`src/rtl/core/rmmn_pkg.sv`:
```
// Shared constants and types for the RGBA min-max contrast stretch block.
// Used by the frame RAM, the divider lane and the top level; depends on nothing.
package rmmn_pkg;

	localparam int FramePixels = 4096;
	localparam int AddrW = (FramePixels > 1) ? $clog2(FramePixels) : 1;
	localparam int CountW = $clog2(FramePixels + 1);
	localparam int PixelW = 32;
	localparam int ChanW = 8;
	localparam int NumChans = 3;
	localparam int StepCntW = $clog2(ChanW);

	localparam logic CmdLoad = 1'b0;
	localparam logic CmdEmit = 1'b1;
	localparam logic ModeGray = 1'b0;
	localparam logic ModeRgba = 1'b1;

	localparam logic [ChanW-1:0] ChanMax = '1;
	localparam logic [ChanW-1:0] AlphaByte = '1;

	typedef struct packed {
		logic load;
		logic step;
	} div_ctrl_t;

endpackage

```
`src/rtl/core/rmmn_div_lane.sv`:
```
// One channel of the stretch: (v - lo) * 255 / (hi - lo), one quotient bit per step.
// Depends on rmmn_pkg for the channel width and the control struct.
module rmmn_div_lane (
	input  logic                       clk,
	input  rmmn_pkg::div_ctrl_t        ctrl,
	input  logic [rmmn_pkg::ChanW-1:0] v,
	input  logic [rmmn_pkg::ChanW-1:0] lo,
	input  logic [rmmn_pkg::ChanW-1:0] hi,
	output logic [rmmn_pkg::ChanW-1:0] res
);

	localparam int W = rmmn_pkg::ChanW;

	logic [W-1:0]   diff;
	logic [2*W-1:0] num;
	logic [W-1:0]   den;
	logic           zero;
	logic           sat;
	logic [W:0]     rem_shift;
	logic [W:0]     rem_sub;
	logic           ge;

	logic [W-1:0] rem_q;
	logic [W-1:0] quo_q;
	logic [W-1:0] den_q;
	logic         zero_q;
	logic         sat_q;

	always_comb begin
		diff = v - lo;
		num = {diff, {W{1'b0}}} - {{W{1'b0}}, diff};
		den = hi - lo;
		zero = (hi <= lo) || (v <= lo);
		sat = (v >= hi);
		rem_shift = {rem_q, quo_q[W-1]};
		ge = (rem_shift >= {1'b0, den_q});
		rem_sub = rem_shift - {1'b0, den_q};
	end

	always_ff @(posedge clk) begin
		if (ctrl.load) begin
			rem_q <= num[2*W-1:W];
			quo_q <= num[W-1:0];
			den_q <= den;
			zero_q <= zero;
			sat_q <= sat;
		end else if (ctrl.step) begin
			rem_q <= ge ? rem_sub[W-1:0] : rem_shift[W-1:0];
			quo_q <= {quo_q[W-2:0], ge};
		end
	end

	assign res = zero_q ? '0 : (sat_q ? rmmn_pkg::ChanMax : quo_q);

endmodule

```
`config.mk`:
```
export PLATFORM = sky130hd
export DESIGN_NAME = rmmn_div_lane
export DESIGN_NICKNAME = d
export VERILOG_FILES = /design/src/rtl/core/rmmn_pkg.sv /design/src/rtl/core/rmmn_div_lane.sv
export SDC_FILE = /design/constraint.sdc
export NUM_CORES = 1
export LEC_CHECK = 0
export BUFFER_PORTS_ARGS = -buffer_cell sky130_fd_sc_hd__clkbuf_2
export CORE_MARGIN = 2
export CORE_UTILIZATION = 30
export CTS_CLUSTER_SIZE = 10
export DETAILED_ROUTE_END_ITERATION = 10
export HOLD_SLACK_MARGIN = 0.06
export PLACE_DENSITY_LB_ADDON = 0.2
export SYNTH_ARGS = -nofsm -noshare
export SYNTH_HDL_FRONTEND = slang
export SYNTH_SLANG_ARGS = --single-unit
```
`constraint.sdc`:
```
create_clock -name clk -period 9.9 [get_ports clk]
set_input_delay 1.98 -clock clk [delete_from_list [all_inputs] [get_ports clk]]
set_output_delay 1.98 -clock clk [all_outputs]
set_load 0.05 [all_outputs]
```
## Word-level counts from Yosys, hierarchy flattened

Cells that the tools add are included.

| storage, ports and cells | value |
|---|---|
| flip-flop bits (word level) | 26 |
| input bits | 27 |
| output and inout bits | 8 |
| word-level logic and storage cells | 22 |

| operators by class | value |
|---|---|
| $add $sub $neg | 4 |
| $lt $le $gt $ge | 4 |
| multiplexer cells | 7 |
| reductions and logical operators | 2 |

Operators by type and width:

| operator | number |
|---|---|
| 2-to-1 mux 8 bit | 7 |
| subtractor 8 bit | 3 |
| <= comparator 8 bit | 2 |
| subtractor 16 x 8 -> 16 bit | 1 |
| >= comparator 9 x 8 -> 1 bit | 1 |
| >= comparator 8 bit | 1 |
| nonzero test 2 bit | 1 |
| logical OR 1 bit | 1 |

## Logic depth before layout (Yosys ltp)

| depth | value |
|---|---|
| word-level depth | 4 |
| depth in mapped cells | 11 |
| mapped depth without buffers | 11 |

## Least setup slack after synthesis

OpenSTA, ideal clock, no wires.

| path | value |
|---|---|
| path type | input to register |
| start | in v[0] in the netlist's numbering |
| end | reg rem_q[0], data pin |
| setup time | 0.152 ns |
| arrival | 4.371 ns |
| required time | 9.748 ns |
| path slack | 5.377 ns |
| stages on the path | 10 |
| buffers on the path | 0 |
| cells stage by stage | inv_1 -> ha_1 -> inv_1 -> fa_1 -> a211oi_4 -> o21ai_2 -> and3_4 -> or4_4 -> or4_1 -> a31oi_1 |

| between the ends | value |
|---|---|
| cells in the longest elaborated chain, start to end | 3 |

RTL lines:

| item | RTL line | text |
|---|---|---|
| start: declaration | rmmn_div_lane.sv:6 | `input logic [rmmn_pkg::ChanW-1:0] v,` |
| subtractor 8 bit | rmmn_div_lane.sv:30 | `diff = v - lo;` |
| subtractor 16 x 8 -> 16 bit | rmmn_div_lane.sv:31 | `num = {diff, {W{1'b0}}} - {{W{1'b0}}, diff};` |
| 2-to-1 mux 8 bit | rmmn_div_lane.sv:41 | `if (ctrl.load) begin` |
| end signal: assignment | rmmn_div_lane.sv:42 | `rem_q <= num[2*W-1:W];` |
| end signal: assignment | rmmn_div_lane.sv:48 | `rem_q <= ge ? rem_sub[W-1:0] : rem_shift[W-1:0];` |
| end: declaration | rmmn_div_lane.sv:23 | `logic [W-1:0] rem_q;` |

No other way between the ends.
A chain may end at the register's enable or synchronous reset.

## Final worst setup path

Ends and elaborated chain as after synthesis.

==> impl_metrics.toml <==
[critical_path]
r2r-start = "rem_q[0]"
timing.critical_path.required_ns = 10.04
start_kind = "input port"
path_max_fanout = 4
timing.rr.end = "rem_q[5]"
endpoint_kind = "flip-flop"
rrSetupSlack_ns = 7.32
crit_type = "input port to flip-flop"
reg2regPathDepth = 7
arrival_ns = 4.62

[route]
drt-met1-wl_um = 3250
highest_layer = "met4"
routed_wirelength_um = 6800
firstDrtPassIters = 4
post_drt_wl_per_cell_um = 14.8
vias = 2333
drc_errors = 0
ant_nets = 0
routed-wl-met3_um = 160
vias_per_cell = 5.09
dr.first_iter.drc_count = 86
wl_met2_um = 3310

[finish]
nNetsFinal = 411
fin_util_pct = 34.0
layout-drive-gt1-share_pct = 14.7
antenna_cells = 0
area_growth_syn_to_layout_pct = 11.5
final_cell_area_mm2 = 0.00308

[timing]
fmaxAchievable_mhz = 223
clock_skew_ns = 0.0152
fin_crit_sh_pct = 45.2
hold_viol_final = 0
setup_viol = 0
rsz0062_at_grt = "false"
post-route-min-period_ns = 4.48
relSlewSlack_pct = 54.9
tightest_slew_ns = 0.669
setup_tns_ns = 0
slew_violations = 0

[logic_synthesis]
ys_types = 57
synth_compound_area_share_pct = 23.1
yosys.area_share.simple_pct = 18.8
synth_adder_area_share_pct = 17.1
synth_edf_count = 26
yosysSeqAreaShare_pct = 28.3
synth.avg_cell_area_um2 = 8.63
muxShareOfSynthArea_pct = 2.22
yosysWarnings = 0
synthesis.nets = 383
async_flop_share_pct = 0
synth_top_family_by_area = "compound AO/OA/AOI/OAI gates"
synth_ff_type = "edfxtp_1"
netlist_area_mm2 = 0.00276
syn_inst = 320
synth_xor_area_share_pct = 3.17
ys_seq_elements = 26

[clock_network]
cts_sinks = 26
root_buffer = "clkbuf_8"
cts_resized = 0
clk_pin_slew_worst_paths_ns = 0.10
cts_tree = "done"
post_cts_buffers = 0
numCtsBuffers = 3
hold_buffers = 0
clock_latency_ns = 0.28
h-tree-depth = 1
clock_path_buffers = 2

[hold_path]
hold_class = "flip-flop to flip-flop"
worstHoldStart = "quo_q[1]"
hold_depth = 1
min_to = "quo_q[2]"

[placement]
gp_congestion = 0.859
hpwl_um = 5690
place_area_mm2 = 0.00301
port_buffers = 34

[floorplanning]
die_x_um = 100
die_h_um = 100
fp.coreArea_mm2 = 0.00906
start_util_pct = 30.5
rows = 35
num_io_pins = 35
die_area_mm2 = 0.00999

[status]
status = "finished clean"

[global_route]
globalRouteOverflowTotal = 0
antenna_found_initial = 0
track_usage_pct = 14.0
grt_pass1_wl_um = 11100
grt_max_degree = 32
grt_pass1_vias = 2264

[pwr]
ir_drop_mv = 0.0624
power.density_mw_per_mm2 = 196
power.leakage_nw = 1.39

[flow_run]
max_cap_violations = 0
[synth_stat cells, types with 6 or more instances]
library cell	number	area [um2]
inv_1	38	143
nand2_1	16	60.1
a21oi_1	13	65.1
o21ai_0	15	75.1
a21o_1	6	45.0
nand4_1	6	37.5
nand2b_1	6	37.5
nor2_1	39	146
ha_1	33	413
xnor2_1	8	70.1
o21a_1	8	60.1
nor2b_1	6	37.5
nor3_1	9	45.0
a21boi_0	6	45.0
clkbuf_1	7	26.3
a211oi_1	6	45.0
edfxtp_1	26	781
[logic make-up (layout without fill, tap and decap cells)]
family / after synthesis / in the layout
AO/OA/AOI/OAI: 89 / 89
flip-flops: 26 / 26
AND/OR/NAND/NOR: 104 / 104
XOR/XNOR: 10 / 10
adder cells (fa/ha/maj): 36 / 36
multiplexers: 6 / 6
buffers and inverters: 49 / 76
[final cells by class]
cell class	instances	area [um2]
fillers	943	5980
inverters	38	143
repair buffers	34	170
flip-flops and latches	26	781
well taps	111	139
clock buffers	3	41.3
clock inverters	1	30.0
multi-input cells	245	1780
[how the worst max path moves through the flow]
| stage | to | depth (start not counted) | slack, ns | startpoint |
|---|---|---|---|---|
| floorplan | rem_q[0] | 10 | 5.38 | v[0] |
| global placement | rem_q[0] | 11 | 5.18 | v[0] |
| detailed placement | rem_q[0] | 11 | 5.12 | v[0] |
| CTS | rem_q[0] | 11 | 5.43 | v[0] |
| global route | rem_q[0] | 11 | 5.32 | v[0] |
| finish | rem_q[0] | 11 | 5.42 | v[0] |
[per-stage QoR]
stage               total power [mW]  hold WS (ns)  worst slack [ns]  cells
finish                         0.604         0.568              5.42    458
global route                   0.654         0.601              5.32    458
CTS                            0.607         0.573              5.43    458
detailed placement             0.517         0.544              5.12    454
global placement               0.515         0.537              5.18    454
floorplan                      0.439         0.523              5.38    320
[layer usage]
layer	up-vias	global-route usage [%]
li1	1218	-
met1	1075	18.8
met2	35	24.4
met3	5	0.975
met4	0	3.48
met5	-	0
[critical path: stages]
cell and delay (ns):
clkbuf_2 0.08, inv_1 0.08, ha_1 0.16, inv_1 0.05, fa_1 0.47, a211oi_4 0.30, o21ai_2 0.11, and3_4 0.18
or4_4 0.52, or4_1 0.51, a31oi_1 0.17
[report_power, final]
| part | switching [mW] | total [mW] | leakage, nW | internal, mW |
|---|---|---|---|---|
| combinational | 0.193 | 0.333 | 1.09 | 0.140 |
| clock | 0.0351 | 0.0892 | 0.0357 | 0.0542 |
| sequential | 0.0211 | 0.182 | 0.262 | 0.161 |
[state kept, by name, indices dropped and copies added (netlist names)]
register  count
den_q         8
quo_q         8
rem_q         8
sat_q         1
zero_q        1
[placed cells by master, fill, tap and decap left out, drive strengths merged, types with 7 or more instances in the layout]
| cell | count |
|---|---|
| nor2 | 39 |
| inv | 38 |
| clkbuf | 37 |
| ha | 33 |
| edfxtp | 26 |
| nand2 | 16 |
| o21ai | 16 |
| a21oi | 13 |
| nor3 | 9 |
| xnor2 | 8 |
| o21a | 8 |
| a211oi | 7 |
Note: power is estimated with default switching activity, not from simulation.
